[src/sv/tajc_pkg.sv]
// Two-axis jog controller: shared types, codes and reset constants.
// No dependencies; imported by tajc_step, two_axis_jog_controller and the testbench.
package tajc_pkg;

    localparam int unsigned CNT_W = 16;
    localparam int unsigned TOUCH_W = 16;

    localparam logic [15:0] TOUCH_THRESHOLD_RST = 16'd50;
    localparam logic [15:0] BUTTON_MOVE_RST = 16'd10;
    localparam logic [15:0] BUTTON_TURN_RST = 16'd10;

    typedef enum logic [1:0] {
        CFG_TOUCH_THRESHOLD = 2'd0,
        CFG_BUTTON_MOVE     = 2'd1,
        CFG_BUTTON_TURN     = 2'd2
    } t_cfg_idx;

    typedef enum logic [2:0] {
        CMD_NONE      = 3'd0,
        CMD_LEFT      = 3'd1,
        CMD_RIGHT     = 3'd2,
        CMD_CW        = 3'd3,
        CMD_CCW       = 3'd4,
        CMD_STOP_MOVE = 3'd5,
        CMD_STOP_TURN = 3'd6
    } t_cmd;

    typedef enum logic [2:0] {
        LIN_UNDEF = 3'd0,
        LIN_LEFT  = 3'd1,
        LIN_RIGHT = 3'd2,
        LIN_STOP  = 3'd3,
        LIN_MAXL  = 3'd4,
        LIN_MAXR  = 3'd5
    } t_lin;

    typedef enum logic [1:0] {
        ROT_UNDEF = 2'd0,
        ROT_CW    = 2'd1,
        ROT_CCW   = 2'd2,
        ROT_STOP  = 2'd3
    } t_rot;

    typedef enum logic {
        OP_TICK   = 1'b0,
        OP_SAMPLE = 1'b1
    } t_op;

    typedef struct packed {
        logic [15:0] touch_threshold;
        logic [15:0] button_move_ticks;
        logic [15:0] button_turn_ticks;
    } t_cfg;

    typedef struct packed {
        logic               op;
        logic               left_limit;
        logic               right_limit;
        logic [TOUCH_W-1:0] touch_left;
        logic [TOUCH_W-1:0] touch_right;
        logic [TOUCH_W-1:0] touch_cw;
        logic [TOUCH_W-1:0] touch_ccw;
        logic               cmd_valid;
        logic [2:0]         cmd_kind;
        logic [CNT_W-1:0]   cmd_duration;
    } t_item;

    typedef struct packed {
        logic [CNT_W-1:0] move_ticks;
        logic [CNT_W-1:0] turn_ticks;
        logic             move_running;
        logic             move_dir;
        logic             turn_running;
        logic             turn_dir;
        t_lin             pub_lin;
        t_rot             pub_rot;
        logic             alarm;
    } t_state;

    typedef struct packed {
        logic move_run;
        logic move_dir;
        logic turn_run;
        logic turn_dir;
        logic alarm;
        t_lin linear_status;
        t_rot rotation_status;
        logic cmd_accepted;
    } t_result;

endpackage

[src/sv/tajc_step.sv]
// Two-axis jog controller: next-state and result logic for one beat.
// Depends on tajc_pkg.
module tajc_step import tajc_pkg::*; (
    input  t_cfg    i_cfg,
    input  t_state  i_state,
    input  t_item   i_item,
    output t_state  o_state,
    output t_result o_result
);

    logic pl, pr, pcw, pccw, lmax, rmax;
    logic accepted;
    t_lin lin;
    t_rot rot;
    t_state s;

    assign pl   = i_item.touch_left  < i_cfg.touch_threshold;
    assign pr   = i_item.touch_right < i_cfg.touch_threshold;
    assign pcw  = i_item.touch_cw    < i_cfg.touch_threshold;
    assign pccw = i_item.touch_ccw   < i_cfg.touch_threshold;
    assign lmax = i_item.left_limit;
    assign rmax = i_item.right_limit;

    always_comb begin
        s        = i_state;
        accepted = 1'b0;
        lin      = LIN_UNDEF;
        rot      = ROT_UNDEF;
        if (i_item.op == OP_TICK) begin
            if (s.move_ticks != '0) begin
                s.move_ticks = s.move_ticks - 1'b1;
                if (s.move_ticks == '0) s.move_running = 1'b0;
            end
            if (s.turn_ticks != '0) begin
                s.turn_ticks = s.turn_ticks - 1'b1;
                if (s.turn_ticks == '0) s.turn_running = 1'b0;
            end
        end else begin
            // end stop cancels timed movement only
            if (s.move_ticks != '0 && (lmax || rmax)) begin
                s.move_ticks   = '0;
                s.move_running = 1'b0;
            end
            s.alarm = (lmax && rmax) || (pl && pr) || (pcw && pccw);
            if (!s.alarm) begin
                if (!lmax) begin
                    if (pl) begin
                        lin          = LIN_LEFT;
                        s.move_ticks = i_cfg.button_move_ticks;
                    end
                end else if (!pr) begin
                    lin = LIN_MAXL;
                end
                if (!rmax) begin
                    if (pr) begin
                        lin          = LIN_RIGHT;
                        s.move_ticks = i_cfg.button_move_ticks;
                    end
                end else if (!pl) begin
                    lin = LIN_MAXR;
                end
                if (pcw) begin
                    rot          = ROT_CW;
                    s.turn_ticks = i_cfg.button_turn_ticks;
                end else if (pccw) begin
                    rot          = ROT_CCW;
                    s.turn_ticks = i_cfg.button_turn_ticks;
                end
                if (i_item.cmd_valid) begin
                    accepted = 1'b1;
                    case (i_item.cmd_kind)
                        CMD_LEFT: begin
                            if (!lmax) begin
                                lin          = LIN_LEFT;
                                s.move_ticks = i_item.cmd_duration;
                            end
                        end
                        CMD_RIGHT: begin
                            if (!rmax) begin
                                lin          = LIN_RIGHT;
                                s.move_ticks = i_item.cmd_duration;
                            end
                        end
                        CMD_CW: begin
                            rot          = ROT_CW;
                            s.turn_ticks = i_item.cmd_duration;
                        end
                        CMD_CCW: begin
                            rot          = ROT_CCW;
                            s.turn_ticks = i_item.cmd_duration;
                        end
                        CMD_STOP_MOVE: begin
                            lin          = LIN_STOP;
                            s.move_ticks = '0;
                        end
                        CMD_STOP_TURN: begin
                            rot          = ROT_STOP;
                            s.turn_ticks = '0;
                        end
                        default: ;
                    endcase
                end
                case (lin)
                    LIN_LEFT: begin
                        s.move_dir     = 1'b1;
                        s.move_running = 1'b1;
                    end
                    LIN_RIGHT: begin
                        s.move_dir     = 1'b0;
                        s.move_running = 1'b1;
                    end
                    LIN_STOP: s.move_running = 1'b0;
                    default: ;
                endcase
                case (rot)
                    ROT_CW: begin
                        s.turn_dir     = 1'b1;
                        s.turn_running = 1'b1;
                    end
                    ROT_CCW: begin
                        s.turn_dir     = 1'b0;
                        s.turn_running = 1'b1;
                    end
                    ROT_STOP: s.turn_running = 1'b0;
                    default: ;
                endcase
                s.pub_lin = lin;
                s.pub_rot = rot;
            end
        end
    end

    assign o_state = s;

    always_comb begin
        o_result.move_run        = s.move_running;
        o_result.move_dir        = s.move_dir;
        o_result.turn_run        = s.turn_running;
        o_result.turn_dir        = s.turn_dir;
        o_result.alarm           = s.alarm;
        o_result.linear_status   = s.pub_lin;
        o_result.rotation_status = s.pub_rot;
        o_result.cmd_accepted    = accepted;
    end

endmodule

[src/sv/two_axis_jog_controller.sv]
// Two-axis jog controller top level: input register, state, result register.
// Depends on tajc_pkg and tajc_step.
//
// Input channel: i_valid / o_stall with one port per field. A beat is either
// a timer tick (i_op 0, only the op bit is used) or a sample of end stops,
// touch pads and an optional remote command (i_op 1).
// Output channel: o_valid / i_stall, one result beat per input beat, in order.
// Path: a beat taken in waits in the input register, then moves on to the result
// register, from which its result is offered.
// Throughput: one beat per cycle while the receiver does not stall; the controller
// state updates as a beat leaves the input register, so beats follow back to back.
// When the receiver stalls, the result register holds; the input register
// still takes one more beat, then o_stall rises until the result drains.
// Configuration: i_cfg_we / i_cfg_index / i_cfg_data, written while idle.
// Reset (synchronous, i_rst_n low) empties both registers, clears all motor
// state and status, and restores threshold 50 and button durations of 10.
module two_axis_jog_controller import tajc_pkg::*; (
    input  logic        i_clk,
    input  logic        i_rst_n,
    input  logic        i_cfg_we,
    input  logic [1:0]  i_cfg_index,
    input  logic [15:0] i_cfg_data,
    input  logic        i_valid,
    output logic        o_stall,
    input  logic        i_op,
    input  logic        i_left_limit,
    input  logic        i_right_limit,
    input  logic [15:0] i_touch_left,
    input  logic [15:0] i_touch_right,
    input  logic [15:0] i_touch_cw,
    input  logic [15:0] i_touch_ccw,
    input  logic        i_cmd_valid,
    input  logic [2:0]  i_cmd_kind,
    input  logic [15:0] i_cmd_duration,
    output logic        o_valid,
    input  logic        i_stall,
    output logic        o_move_run,
    output logic        o_move_dir,
    output logic        o_turn_run,
    output logic        o_turn_dir,
    output logic        o_alarm,
    output logic [2:0]  o_linear_status,
    output logic [1:0]  o_rotation_status,
    output logic        o_cmd_accepted
);

    t_cfg    r_cfg;
    t_state  r_state, n_state;
    t_item   r_item;
    t_result r_result, n_result;
    logic    r_in_valid;
    logic    r_out_valid;
    logic    advance;
    logic    take;

    assign advance = r_in_valid && (!r_out_valid || !i_stall);
    assign o_stall = r_in_valid && !advance;
    assign take    = i_valid && !o_stall;

    always_ff @(posedge i_clk) begin
        if (!i_rst_n) begin
            r_cfg.touch_threshold   <= TOUCH_THRESHOLD_RST;
            r_cfg.button_move_ticks <= BUTTON_MOVE_RST;
            r_cfg.button_turn_ticks <= BUTTON_TURN_RST;
        end else if (i_cfg_we) begin
            case (i_cfg_index)
                CFG_TOUCH_THRESHOLD: r_cfg.touch_threshold   <= i_cfg_data;
                CFG_BUTTON_MOVE:     r_cfg.button_move_ticks <= i_cfg_data;
                CFG_BUTTON_TURN:     r_cfg.button_turn_ticks <= i_cfg_data;
                default: ;
            endcase
        end
    end

    always_ff @(posedge i_clk) begin
        if (!i_rst_n) begin
            r_in_valid <= 1'b0;
        end else if (take) begin
            r_in_valid <= 1'b1;
        end else if (advance) begin
            r_in_valid <= 1'b0;
        end
    end

    always_ff @(posedge i_clk) begin
        if (take) begin
            r_item.op           <= i_op;
            r_item.left_limit   <= i_left_limit;
            r_item.right_limit  <= i_right_limit;
            r_item.touch_left   <= i_touch_left;
            r_item.touch_right  <= i_touch_right;
            r_item.touch_cw     <= i_touch_cw;
            r_item.touch_ccw    <= i_touch_ccw;
            r_item.cmd_valid    <= i_cmd_valid;
            r_item.cmd_kind     <= i_cmd_kind;
            r_item.cmd_duration <= i_cmd_duration;
        end
    end

    tajc_step u_step (
        .i_cfg    (r_cfg),
        .i_state  (r_state),
        .i_item   (r_item),
        .o_state  (n_state),
        .o_result (n_result)
    );

    always_ff @(posedge i_clk) begin
        if (!i_rst_n) begin
            r_state <= '0;
        end else if (advance) begin
            r_state <= n_state;
        end
    end

    always_ff @(posedge i_clk) begin
        if (!i_rst_n) begin
            r_out_valid <= 1'b0;
        end else if (advance) begin
            r_out_valid <= 1'b1;
        end else if (!i_stall) begin
            r_out_valid <= 1'b0;
        end
    end

    always_ff @(posedge i_clk) begin
        if (advance) begin
            r_result <= n_result;
        end
    end

    assign o_valid           = r_out_valid;
    assign o_move_run        = r_result.move_run;
    assign o_move_dir        = r_result.move_dir;
    assign o_turn_run        = r_result.turn_run;
    assign o_turn_dir        = r_result.turn_dir;
    assign o_alarm           = r_result.alarm;
    assign o_linear_status   = r_result.linear_status;
    assign o_rotation_status = r_result.rotation_status;
    assign o_cmd_accepted    = r_result.cmd_accepted;

endmodule

[config.mk]
export PLATFORM = sky130hd
export DESIGN_NAME = two_axis_jog_controller
export DESIGN_NICKNAME = d
export VERILOG_FILES = /design/src/sv/tajc_pkg.sv /design/src/sv/tajc_step.sv /design/src/sv/two_axis_jog_controller.sv
export SDC_FILE = /design/constraint.sdc
export NUM_CORES = 1
export LEC_CHECK = 0
export BUFFER_PORTS_ARGS = -buffer_cell sky130_fd_sc_hd__buf_4
export CAP_MARGIN = 10
export CORE_UTILIZATION = 59
export DETAILED_ROUTE_END_ITERATION = 6
export GPL_TIMING_DRIVEN = 0
export PLACE_DENSITY = 0.81
export SLEW_MARGIN = 25
export SYNTH_ARGS = -nofsm -noshare
export SYNTH_HDL_FRONTEND = slang
export SYNTH_SLANG_ARGS = --single-unit
[constraint.sdc]
create_clock -name i_clk -period 6.45 [get_ports i_clk]
set_clock_uncertainty 0.2 [all_clocks]
set_input_delay 0 -clock i_clk [delete_from_list [all_inputs] [get_ports i_clk]]
set_output_delay 0 -clock i_clk [all_outputs]
set_load 0.1 [all_outputs]
==> summary.txt, run 1 <==
GRT
  – Total overflow reported by the global router: 0
  – Global-route wire length before repair: 59200 um
  – Total Routing Usage GR: 43.7%
  – Vias in the first global route: 10500
  – Initial antenna violation count: 1
  – Pin count of the biggest net entering global routing: 31

Timing
  – Minimum clock period: 4350 ps
  – Worst slew margin: 36.2%
  – Share of the clock period used by the worst path after layout: 67.4%
  – Hold Violations, Final: 0
  – Final setup violation count: 0
  – Maximum operating frequency: 230 MHz
  – Unrepaired setup endpoints after global routing: no
  – Final Slew Violations: 0
  – Final worst setup slack: 2100 ps
  – Actual slew at the worst max-slew pin: 957 ps
  – Total negative slack for setup checks: 0 ps

Clock tree
  – Maximum root-to-sink buffer count: 2
  – Clock transition at the registers of the reported paths: 80 ps
  – Number of CTS-inserted buffers: 17
  – CTS Root Cell: sky130_fd_sc_hd__clkbuf_16
  – Insertion delay of the later-clocked pin in the worst-skew pair: 460 ps
  – Max H-tree Level: 4
  – Clock net sink count: 190
  – Number of gates resized after cts: 0
  – CTS tree: yes

Floorplanning
  – Die extent in y: 135 um
  – Std-Cell Rows: 48
  – Die outline area: 18200 sq um
  – Placeable core region: 17200 sq um
  – Die span in x: 135 um
  – Starting density of the core: 60.3%
  – I/O Pins: 123

Yosys
  – Count of synthesis-stage warnings from yosys: 0
  – Synthesized Nets: 1271
  – Proportion of netlist area held by the largest area contributor: 28.3%
  – Gate Count Post-Synth: 1094
  – FFs w/ async S/R, synth: 0%
  – Cell taking the most area after synthesis: sky130_fd_sc_hd__edfxtp_1
  – Part of the Yosys area used for sequential elements: 46.0%
  – Top area cells in the synthesized netlist: sky130_fd_sc_hd__edfxtp_1 (28%), sky130_fd_sc_hd__dfxtp_1 (18%), sky130_fd_sc_hd__ha_1 (8.1%)
  – Post-synthesis cell area: 10400 sq um
  – Number of unique standard cell types used by synthesis: 89
  – Mean instance size in the synthesized netlist: 9.51 sq um
  – Ys flop type: sky130_fd_sc_hd__edfxtp_1
  – Number of register bits inferred by synthesis: 190
  – Number of enable-type register cells in the synthesized netlist: 98

Layout
  – P&R area growth vs syn: 29.0%
  – Fraction of layout instances using a drive strength above 1: 14.3%
  – Final net count: 1534
  – Final core utilization: 77.8%
  – Post-route cell area: 13400 sq um

Placement
  – Placed standard-cell area: 11700 sq um
  – Minimum setup slack after placement: 2620 ps
  – Post-detail-place hpwl: 23200 um
  – Number of port buffers: 121
  – Weighted congestion reported at the end of routability-driven placement: 0.968

Pwr
  – Share of power burned in combinational logic: 27.9%
  – Lkg Pwr: 5.24 nW
  – Cell internal pwr: 2.23 mW
  – Cell area power density: 253 nW/um^2
  – Peak supply drop: 0.212 mV
  – Switching power: 1.16 mW
  – Sw frac: 34.3%
  – Sequential cell fraction of total power: 41.9%
  – Share of total power in the clock network: 30.2%
  – Total power: 3.39 mW

Hold path
  – Origin of the worst min-delay path: i_touch_cw[14]
  – Worst hold-check path type: in2reg
  – Worst hold path stage count: 2
  – Terminating pin of the worst hold path: r_item[50]

Route
  – Count of unresolved DRC violations after routing: 0
  – Total number of vias: 10600
  – Count of antenna-violating nets left after detailed routing: 0
  – Routed wirelength normalized by instance count: 24.4 um
  – Ratio of routed vias to standard cells: 6.64
  – Number of DRC markers after the initial detailed-route iteration: 1518
  – First-pass iteration count of the detailed router: 7
  – Total Routed Length: 39000 um

Critical path
  – Startpoint of the lowest-slack register-to-register path: r_cfg[39]
  – Dominant delay contributor by cell family on the critical path: compound AO/OA/AOI/OAI gates
  – Nature of the critical path startpoint: flip-flop
  – Length in cells of the worst reg-to-reg path: 13
  – Category of the critical setup timing path: reg2reg
  – Highest net fanout along the worst path: 5
  – Crit path max-delay cell type: sky130_fd_sc_hd__a311oi_1
  – Highest cell delay on the worst timing path: 710 ps
  – Setup slack of the worst register-to-register path: 2100 ps
  – Required time of the worst setup path: 6590 ps
  – Worst setup startpoint: r_cfg[39]
  – Chain of cells forming the critical path: inv_1 > ha_1 > nand2_1 > nor3_1 > a21oi_1 > o21ai_1 > a21oi_1 > a311oi_1 > inv_1 > ha_1 > nor2_1 > mux2_1 > o21ba_1
  – Arrival time at the worst endpoint: 4490 ps
  – Reg-to-Reg End: r_state[6]
  – Number of buffer and inverter instances along the worst setup path: 2
  – Setup crit end kind: flip-flop

Run
  – Max-cap check violation count: 0

Status
  – Status: finished clean
[per-stage QoR]
stage	hold WS, ps	std cells
after floorplan	-101	1094
after global placement	-21.9	1440
after detailed placement	-20.7	1443
after CTS	65.1	1595
after global routing	63.2	1596
final	59.3	1596
[layer usage]
layer / global-route usage [%] / up-vias / wire, um
met4: 30.1 / 0 / 3010
met5: 0 / - / 0
met1: 52.0 / 4872 / 13700
li1: - / 4599 / -
met2: 68.7 / 889 / 17500
met3: 12.0 / 237 / 4720
[power groups by stage]
stage | sequential (mW) | clock [mW] | combinational, mW
floorplan | 1.45 | 0 | 0.554
global placement | 1.44 | 0 | 0.797
detailed placement | 1.44 | 0 | 0.823
CTS | 1.41 | 0.995 | 0.887
global route | 1.42 | 1.06 | 1.01
finish | 1.42 | 1.02 | 0.946
[logic make-up after synthesis]
group | Yosys count | synth area share (%)
AO/OA/AOI/OAI | 330 | 20.9
adder cells (fa/ha/maj) | 67 | 8.06
AND/OR/NAND/NOR | 364 | 16.4
XOR/XNOR | 10 | 0.842
buffers and inverters | 92 | 3.65
multiplexers | 41 | 4.14
flip-flops | 190 | 46.0
[worst max-delay path by stage]
| stage | endpoint | depth (start not counted) |
|---|---|---|
| finish | r_state[6] | 13 |
| global route | r_state[6] | 13 |
| CTS | r_state[6] | 13 |
| detailed placement | r_state[6] | 13 |
| global placement | r_item[21] | 2 |
| floorplan | r_item[0] | 2 |
[synth_stat cells (3+ instances only)]
master                        n
sky130_fd_sc_hd__o21a_1      10
sky130_fd_sc_hd__a211o_1      6
sky130_fd_sc_hd__nand3_1     16
sky130_fd_sc_hd__mux2_1      10
sky130_fd_sc_hd__a222oi_1     4
sky130_fd_sc_hd__o31ai_1      4
sky130_fd_sc_hd__a221oi_1     8
sky130_fd_sc_hd__o21ai_0     39
sky130_fd_sc_hd__nand2_1    163
sky130_fd_sc_hd__o311ai_0     4
sky130_fd_sc_hd__a31oi_1     14
sky130_fd_sc_hd__o221ai_1    10
sky130_fd_sc_hd__mux2i_1     28
sky130_fd_sc_hd__a211oi_1    11
sky130_fd_sc_hd__and2_1      15
sky130_fd_sc_hd__nor3_1      26
sky130_fd_sc_hd__a32o_1       3
sky130_fd_sc_hd__nand3b_1     8
sky130_fd_sc_hd__ha_1        67
sky130_fd_sc_hd__o211ai_1    20
sky130_fd_sc_hd__nor2_1      70
sky130_fd_sc_hd__buf_2        9
sky130_fd_sc_hd__inv_1       30
sky130_fd_sc_hd__dfxtp_1     92
sky130_fd_sc_hd__nor2b_1     14
sky130_fd_sc_hd__nand4_1      4
sky130_fd_sc_hd__a21o_1       5
sky130_fd_sc_hd__o21ai_1     26
sky130_fd_sc_hd__o32ai_1      3
sky130_fd_sc_hd__o2bb2ai_1    4
sky130_fd_sc_hd__o22ai_1      3
sky130_fd_sc_hd__clkbuf_1    45
sky130_fd_sc_hd__nand2b_1     8
sky130_fd_sc_hd__and3_1       4
sky130_fd_sc_hd__a221o_1      3
sky130_fd_sc_hd__edfxtp_1    98
sky130_fd_sc_hd__xor2_1       3
sky130_fd_sc_hd__nor4_1      15
sky130_fd_sc_hd__xnor2_1      7
sky130_fd_sc_hd__a21oi_1    116
[area by class of cell]
cell class | count | area, sq um
antenna | 1 | 2.50
buffer | 60 | 259
clock buffer | 20 | 437
clock inverter | 12 | 103
fill | 1031 | 3820
inverter | 32 | 120
multi-input combinational | 812 | 5250
sequential | 190 | 4780
tap | 225 | 282
timing repair buffer | 244 | 2180
[sequential cells by signal, summed over array words and instances, names as in the netlist]
register / cells
o_alarm: 1
o_cmd_accepted: 1
o_linear_status: 3
o_move_dir: 1
o_move_run: 1
o_rotation_status: 2
o_turn_dir: 1
o_turn_run: 1
o_valid: 1
r_cfg: 48
r_in_valid: 1
r_item: 87
r_state: 42
[layout by cell type, fill, tap and decap left out, types with 9 or more instances in the layout]
cell	instances
sky130_fd_sc_hd__nand2_1	163
sky130_fd_sc_hd__buf_4	123
sky130_fd_sc_hd__dlygate4sd3_1	120
sky130_fd_sc_hd__a21oi_1	116
sky130_fd_sc_hd__edfxtp_1	98
sky130_fd_sc_hd__dfxtp_1	92
sky130_fd_sc_hd__nor2_1	70
sky130_fd_sc_hd__ha_1	67
sky130_fd_sc_hd__clkbuf_1	48
sky130_fd_sc_hd__o21ai_0	39
sky130_fd_sc_hd__inv_1	30
sky130_fd_sc_hd__mux2i_1	28
sky130_fd_sc_hd__o21ai_1	26
sky130_fd_sc_hd__nor3_1	26
sky130_fd_sc_hd__o211ai_1	20
sky130_fd_sc_hd__clkbuf_16	17
sky130_fd_sc_hd__nand3_1	16
sky130_fd_sc_hd__nor4_1	15
sky130_fd_sc_hd__and2_1	15
sky130_fd_sc_hd__a31oi_1	14
sky130_fd_sc_hd__nor2b_1	13
sky130_fd_sc_hd__a211oi_1	11
sky130_fd_sc_hd__o21a_1	10
sky130_fd_sc_hd__mux2_1	10
sky130_fd_sc_hd__o221ai_1	10
sky130_fd_sc_hd__buf_2	9
[timing repair]
item                      in CTS  in global routing
hold buffers                 120                  0
hold endpoints to repair     150                  0
buffers inserted               0                  0
(Power assumes the default switching activity.)
==> run 2, diff against run 1 <==
ABC_AREA = 1   (was not set)
CORE_UTILIZATION = 54   (was 59)
PLACE_DENSITY = 0.77   (was 0.81)
clock period = 3.8 ns   (was 6.45 ns; I/O delays follow)
==> run 2 against run 1 <==
Effect of this change:
- synthesized area up 5.6%
- global-route usage down 8.2 points
- die area up 15%
- routed wire length down 7.5%
- sequential cell count unchanged
- maximum frequency up 28%
- sequential power up 68%
- critical path depth up 5
- clock-buffer cell count down 3
- worst setup slack worse by 1700 ps
- synthesized cell count up 29%
- highest routed layer unchanged
==> summary.txt, run 2 <==
Status
  – Status: finished clean

Yosys
  – Post-synthesis compound-gate area fraction: 14.7% (-6.3 points)
  – Gate Count Post-Synth: 1411 (+29%)
  – Commonest cells in the netlist: sky130_fd_sc_hd__nand2_1 (288), sky130_fd_sc_hd__inv_1 (161), sky130_fd_sc_hd__nand3_1 (151)
  – Top area cells in the synthesized netlist: sky130_fd_sc_hd__edfxtp_1 (27%), sky130_fd_sc_hd__dfxtp_1 (17%), sky130_fd_sc_hd__nand2_1 (9.8%)
  – Ys flop type: sky130_fd_sc_hd__edfxtp_1
  – Number of enable-type register cells in the synthesized netlist: 98 (unchanged)
  – Synthesized Nets: 1588 (+25%)
  – Number of unique standard cell types used by synthesis: 43 (-52%)
  – FFs w/ async S/R, synth: 0% (unchanged)
  – Count of synthesis-stage warnings from yosys: 0 (unchanged)
  – Cell taking the most area after synthesis: sky130_fd_sc_hd__edfxtp_1
  – Proportion of netlist area held by the largest area contributor: 26.8% (-1.5 points)
  – Multiplexer fraction of the synthesized cell area: 0% (-4.1 points)
  – Mean instance size in the synthesized netlist: 7.78 sq um (-18%)
  – Adder-cell share of the synthesized area: 7.63% (-0.43 points)
  – Number of register bits inferred by synthesis: 190 (unchanged)
  – Synthesized-area fraction occupied by and/or/nand/nor cells: 24.2% (+7.8 points)
  – Most instantiated library cell after synthesis: sky130_fd_sc_hd__nand2_1
  – Xor and xnor fraction of the mapped netlist area: 1.60% (+0.75 points)
  – Part of the Yosys area used for sequential elements: 43.6% (-2.4 points)
  – Dominant combinational cell family by area after synthesis: simple AND/OR/NAND/NOR gates
  – Post-synthesis cell area: 11000 sq um (+5.6%)

Pwr
  – Sequential cell fraction of total power: 40.4% (-1.5 points)
  – Lkg Pwr: 6.29 nW (+20%)
  – Sw frac: 34.9% (+0.56 points)
  – Total power: 5.93 mW (+75%)
  – Cell area power density: 418 nW/um^2 (+66%)
  – Switching power: 2.07 mW (+78%)
  – Cell internal pwr: 3.86 mW (+73%)
  – Share of total power in the clock network: 33.6% (+3.4 points)
  – Peak supply drop: 0.286 mV (+34%)
  – Share of power burned in combinational logic: 26.0% (-1.9 points)

Route
  – Total Routed Length: 36100 um (-7.5%)
  – Number of DRC markers after the initial detailed-route iteration: 1002 (-34%)
  – First-pass iteration count of the detailed router: 6 (-1)
  – Routed metal-1 wire length: 14300 um (+3.8%)
  – Routed wirelength normalized by instance count: 18.5 um (-24%)
  – Count of unresolved DRC violations after routing: 0 (unchanged)
  – Total number of vias: 11100 (+4.9%)
  – Count of antenna-violating nets left after detailed routing: 0 (unchanged)
  – Met2 Wirelength: 17100 um (-2.6%)
  – Ratio of routed vias to standard cells: 5.70 (-14%)
  – Top Metal Used: met4
  – Met3 wire len: 3220 um (-32%)

Clock tree
  – Clock transition at the registers of the reported paths: 90 ps (about the same)
  – Clock net sink count: 190 (unchanged)
  – CTS tree: yes
  – CTS Root Cell: sky130_fd_sc_hd__clkbuf_16
  – Maximum root-to-sink buffer count: 2 (unchanged)
  – Number of CTS-inserted buffers: 17 (unchanged)
  – Buffers inserted during post-CTS setup optimization: 0 (unchanged)
  – Insertion delay of the later-clocked pin in the worst-skew pair: 460 ps (about the same)
  – Max H-tree Level: 4 (unchanged)

Critical path
  – Arrival time at the worst endpoint: 3540 ps (-950 ps)
  – Category of the critical setup timing path: reg2reg
  – Highest net fanout along the worst path: 9 (+4)
  – Required time of the worst setup path: 3950 ps (-2640 ps)
  – Setup crit end kind: flip-flop
  – Nature of the critical path startpoint: flip-flop

Placement
  – Number of port buffers: 121 (unchanged)
  – Placed standard-cell area: 12300 sq um (+5.4%)
  – Placed cell count: 1800 (+25%)
  – Weighted congestion reported at the end of routability-driven placement: 0.936 (-3.3%)
  – Post-detail-place hpwl: 23900 um (+3.0%)

Layout
  – Final net count: 1851 (+21%)
  – Number of fill cells: 1463 (+42%)
  – Top register by number of flip-flops: r_item
  – Commonest cells after routing, fill and taps aside: sky130_fd_sc_hd__nand2_1 (288), sky130_fd_sc_hd__inv_1 (160), sky130_fd_sc_hd__nand3_1 (151), sky130_fd_sc_hd__a21oi_1 (128)
  – Number of antenna diodes: 0 (-1)
  – Most common cell after layout, fill and taps aside: sky130_fd_sc_hd__nand2_1
  – Fraction of layout instances using a drive strength above 1: 12.9% (-1.4 points)
  – Largest registers ranked by flip-flop count: r_item: 87 flops, r_cfg: 48 flops, r_state: 42 flops
  – P&R area growth vs syn: 29.0% (about the same)
  – Flip-flop count of the largest register, all copies and words added: 87 (unchanged)
  – Post-route cell area: 14200 sq um (+5.6%)
  – Post-Layout Cell Count: 1952 (+22%)

GRT
  – Vias in the first global route: 10500 (+0.29%)
  – Pin count of the biggest net entering global routing: 31 (unchanged)
  – Global-route wire length before repair: 55400 um (-6.4%)
  – Initial antenna violation count: 0 (-1)
  – Total Routing Usage GR: 35.5% (-8.2 points)
  – Total overflow reported by the global router: 0 (unchanged)

Floorplanning
  – Die extent in y: 145 um (+7.3%)
  – I/O Pins: 123 (unchanged)
  – Placeable core region: 19700 sq um (+14%)
  – Die span in x: 145 um (+7.3%)
  – Die outline area: 20900 sq um (+15%)
  – Starting density of the core: 55.7% (-4.6 points)
  – Std-Cell Rows: 51 (+6.3%)

Timing
  – Hold Violations, Final: 0 (unchanged)
  – Unrepaired setup endpoints after global routing: no
  – Hold slack: 46.5 ps (-12.8 ps)
  – Final Slew Violations: 0 (unchanged)
  – Actual slew at the worst max-slew pin: 935 ps (-21.9 ps)
  – Maximum operating frequency: 295 MHz (+28%)
  – Total negative slack for setup checks: 0 ps (unchanged)
  – Worst slew margin: 37.7% (+1.5 points)
  – Minimum clock period: 3390 ps (-960 ps)
  – Final setup violation count: 0 (unchanged)
  – Share of the clock period used by the worst path after layout: 89.1% (+22 points)

Hold path
  – Worst hold-check path type: in2reg

Run
  – Max-cap check violation count: 0 (unchanged)
## run 2: changes by cell type after synthesis, moves of 28 or more
cell	before	now
sky130_fd_sc_hd__nand3_1	16	151
sky130_fd_sc_hd__inv_1	30	161
sky130_fd_sc_hd__mux2i_1	28	0
sky130_fd_sc_hd__o21ai_0	39	101
sky130_fd_sc_hd__nand2_1	163	288
sky130_fd_sc_hd__nor2_1	70	128
## run 2: worst paths after layout
path / startpoint / endpoint / slack (ps) / cells past startpoint
min: i_touch_ccw[13] / r_item[33] / 50 / 2
max: r_cfg[35] / r_state[7] / 410 / 18
min reg2reg: r_cfg[11] / r_cfg[11] / 260 / 2
max reg2reg: r_cfg[35] / r_state[7] / 410 / 18
## run 2: metal layers
layer	vias up	track usage, %
met4	0	18.1
li1	5258	-
met5	-	0
met2	621	58.6
met1	5117	44.1
met3	122	6.99
## run 2: cells by family (layout without fill, tap and decap cells)
kind of cell	count (synthesis)	in the layout
buf+inv	225	501
simple gates	611	611
compound gates	298	298
flops	190	190
xor+xnor	20	20
fa+ha+maj	67	67
## run 2: power by group through the flow
stage,logic [mW],clock network [mW],registers [mW]
final,1.54,1.99,2.39
after global routing,1.69,2.07,2.41
after CTS,1.48,1.97,2.39
after detailed placement,1.37,0,2.43
after global placement,1.33,0,2.43
after floorplan,0.908,0,2.47
## run 2: cell type report
class                   instances  area (sq um)  share of cell area, %
multi-input cells             996          5290                   37.3
inverters                     171           646                   4.56
plain buffers                  54           277                   1.95
flip-flops and latches        190          4790                   33.8
clock inverters                15           238                   1.68
well taps                     265           332                   2.34
clock buffers                  17           425                   3.00
repair buffers                244          2180                   15.4
## run 2: through the flow
step	setup WS, ps	utilization [%]
after floorplan	301	-
after global placement	614	62.0
after detailed placement	777	62.4
after CTS	681	71.8
after global routing	216	71.8
final	414	71.8
## run 2: critical path, stage by stage (launching register included)
cell	delay, ps
sky130_fd_sc_hd__dfxtp_1	310
sky130_fd_sc_hd__inv_1	180
sky130_fd_sc_hd__ha_1	300
sky130_fd_sc_hd__a21oi_1	200
sky130_fd_sc_hd__nand2_1	130
sky130_fd_sc_hd__nand2_1	90
sky130_fd_sc_hd__nand2_1	130
sky130_fd_sc_hd__nand2_1	130
sky130_fd_sc_hd__nand3_2	250
sky130_fd_sc_hd__o21ai_0	260
sky130_fd_sc_hd__nand2_1	150
sky130_fd_sc_hd__ha_1	370
sky130_fd_sc_hd__nor2_1	60
sky130_fd_sc_hd__a21oi_1	120
sky130_fd_sc_hd__o21ai_0	100
sky130_fd_sc_hd__nand2_1	80
sky130_fd_sc_hd__nand3_1	80
sky130_fd_sc_hd__nand2_1	100
sky130_fd_sc_hd__inv_1	40
## run 2: what timing repair did
action,in CTS,in global routing
hold buffers,120,0
gates resized for setup,0,0
endpoints found under the hold margin,163,0
endpoints found under the setup margin,0,0
==> run 3, diff against run 2 <==
CORE_MARGIN = 2   (was not set)
==> run 3 against run 2 <==
Effect of this change:
- the run now ends with design-rule violations left
- sequential power hardly changed
- first-iteration DRC count is 10% higher
- sequential cell count is the same
- utilization fell by 1.5 points
- critical path type unchanged
- largest power group unchanged
- worst setup slack better by 62 ps
- cell area is 0.22% lower
==> summary.txt, run 3 (synthesis gave the netlist of run 2 again) <==
Placement
  – Weighted congestion reported at the end of routability-driven placement: 0.936 (about the same)
  – Minimum setup slack after placement: 723 ps (-54.3 ps)
  – Post-detail-place hpwl: 23600 um (-1.3%)
  – Number of port buffers: 121 (unchanged)
  – Placed cell count: 1804 (+0.22%)

Timing
  – Hold Violations, Final: 0 (unchanged)
  – Maximum operating frequency: 301 MHz (+1.9%)
  – Share of the clock period used by the worst path after layout: 87.5% (-1.6 points)
  – Actual slew at the worst max-slew pin: 940 ps (+5.47 ps)
  – Unrepaired setup endpoints after global routing: no
  – Final setup violation count: 0 (unchanged)
  – Final worst setup slack: 476 ps (+62.4 ps)
  – Hold slack: 57.9 ps (+11.4 ps)
  – Final Slew Violations: 0 (unchanged)
  – Minimum clock period: 3320 ps (-62.4 ps)
  – Worst slew margin: 37.3% (-0.36 points)
  – Total negative slack for setup checks: 0 ps (unchanged)

Run
  – Max-cap check violation count: 0 (unchanged)

Clock tree
  – Maximum root-to-sink buffer count: 2 (unchanged)
  – Clock transition at the registers of the reported paths: 90 ps (about the same)
  – Clock net sink count: 190 (unchanged)
  – CTS tree: yes
  – CTS Root Cell: sky130_fd_sc_hd__clkbuf_16
  – Number of gates resized after cts: 0 (unchanged)
  – Max H-tree Level: 4 (unchanged)
  – Number of CTS-inserted buffers: 17 (unchanged)
  – Insertion delay of the later-clocked pin in the worst-skew pair: 460 ps (about the same)

Critical path
  – Worst setup startpoint: r_cfg[35]
  – Dominant delay contributor by cell family on the critical path: simple AND/OR/NAND/NOR gates
  – Arrival time at the worst endpoint: 3530 ps (about the same)
  – Number of buffer and inverter instances along the worst setup path: 2 (unchanged)
  – Highest cell delay on the worst timing path: 350 ps (-20 ps)
  – Chain of cells forming the critical path: inv_1 > ha_1 > a21oi_1 > nand2_1 > nand2_1 > nand2_1 > nand2_1 > nand3_2 > o21ai_0 > nand2_1 > ha_1 > nor2_1 > a21oi_1 > o21ai_0 > nand2_1 > nand3_1 > nand2_1 > inv_1
  – Crit path max-delay cell type: sky130_fd_sc_hd__ha_1
  – Highest net fanout along the worst path: 9 (unchanged)
  – Category of the critical setup timing path: reg2reg
  – Nature of the critical path startpoint: flip-flop
  – Most frequent CP cell: sky130_fd_sc_hd__nand2_1
  – Required time of the worst setup path: 4000 ps (+50 ps)
  – Setup crit end kind: flip-flop
  – Startpoint of the lowest-slack register-to-register path: r_cfg[35]

Layout
  – Number of fill cells: 1521 (+4.0%)
  – P&R area growth vs syn: 28.7%
  – Fraction of layout instances using a drive strength above 1: 12.8% (-0.052 points)
  – Top register by number of flip-flops: r_item
  – Number of antenna diodes: 0 (unchanged)
  – Flip-flop count of the largest register, all copies and words added: 87 (unchanged)
  – Most common cell after layout, fill and taps aside: sky130_fd_sc_hd__nand2_1
  – Area used by sequential logic in the layout: 4790 sq um (unchanged)
  – Area taken by multi-input logic gates: 5290 sq um (unchanged)
  – Post-Layout Cell Count: 1956 (+0.20%)
  – Commonest cells after routing, fill and taps aside: sky130_fd_sc_hd__nand2_1 (288), sky130_fd_sc_hd__inv_1 (160), sky130_fd_sc_hd__nand3_1 (151), sky130_fd_sc_hd__a21oi_1 (128)
  – Final net count: 1850 (-0.054%)
  – Largest registers ranked by flip-flop count: r_item: 87 flops, r_cfg: 48 flops, r_state: 42 flops

Floorplanning
  – Placeable core region: 20100 sq um (+2.0%)
  – Die extent in y: 147 um (+1.4%)
  – Die outline area: 21500 sq um (+2.8%)
  – Starting density of the core: 54.6% (-1.1 points)
  – Die span in x: 147 um (+1.4%)
  – Std-Cell Rows: 52 (+2.0%)
  – I/O Pins: 123 (unchanged)

Status
  – Violations in the final reports: design-rule violations
  – Status: complete, but fails checks

Route
  – Routed wirelength normalized by instance count: 18.6 um (+0.84%)
  – Count of unresolved DRC violations after routing: 2 (+2)
  – Count of antenna-violating nets left after detailed routing: 0 (unchanged)
  – Total number of vias: 11200 (+0.41%)
  – Ratio of routed vias to standard cells: 5.71 (+0.21%)
  – First-pass iteration count of the detailed router: 7 (+1)
  – Total Routed Length: 36400 um (+1.0%)
  – Number of DRC markers after the initial detailed-route iteration: 1102 (+10%)

Pwr
  – Cell area power density: 417 nW/um^2 (-0.29%)
  – Lkg Pwr: 6.27 nW (-0.34%)
  – Peak supply drop: 0.306 mV (+7.2%)
  – Total power: 5.90 mW (-0.51%)

GRT
  – Total Routing Usage GR: 33.8% (-1.7 points)
  – Vias in the first global route: 10800 (+2.4%)
  – Total overflow reported by the global router: 0 (unchanged)
  – Pin count of the biggest net entering global routing: 37 (+19%)
  – Global-route wire length before repair: 56800 um (+2.4%)
  – Initial antenna violation count: 1 (+1)

Hold path
  – Worst hold-check path type: in2reg
  – Origin of the worst min-delay path: i_touch_left[8]
run 3: stage by stage:
stage | area, sq um | utilization [%]
detailed placement | 12300 | 61.1
floorplan | 11000 | -
global route | 14100 | 70.3
finish | 14100 | 70.3
global placement | 12200 | 60.9
CTS | 14100 | 70.3
run 3: area by class of cell:
cell class / instances / area share [%]
clock buffers: 17 / 3.01
flip-flops and latches: 190 / 33.9
inverters: 171 / 4.57
multi-input cells: 996 / 37.4
repair buffers: 243 / 15.2
well taps: 270 / 2.39
clock inverters: 15 / 1.61
plain buffers: 54 / 1.96
run 3: routing by layer:
metal	share of wire (%)	GRT usage (%)	vias up
met5	0.030	0	-
met4	4.8	16.1	2
met2	47	55.8	637
met1	40	43.5	5160
li1	-	-	5244
met3	8.2	5.53	121
run 3: path summary, 6_finish.rpt:
path / slack [ps] / cells after the start / to
setup reg to reg: 480 / 18 / r_state[7]
hold reg to reg: 260 / 2 / r_cfg[4]
hold / removal: 60 / 2 / r_item[76]
setup / recovery: 480 / 18 / r_state[7]
run 3: power by group:
group	internal [mW]	leakage [nW]	total [mW]	switching, mW
Combinational	0.566	4.24	1.54	0.975
Clock	0.977	0.313	1.96	0.985
Sequential	2.30	1.71	2.39	0.0930
Total	3.84	6.27	5.90	2.05
run 3: repair_timing:
action / in CTS / in global routing
buffers inserted: 0 / 0
hold endpoints to repair: 155 / 0
hold buffers: 120 / 0
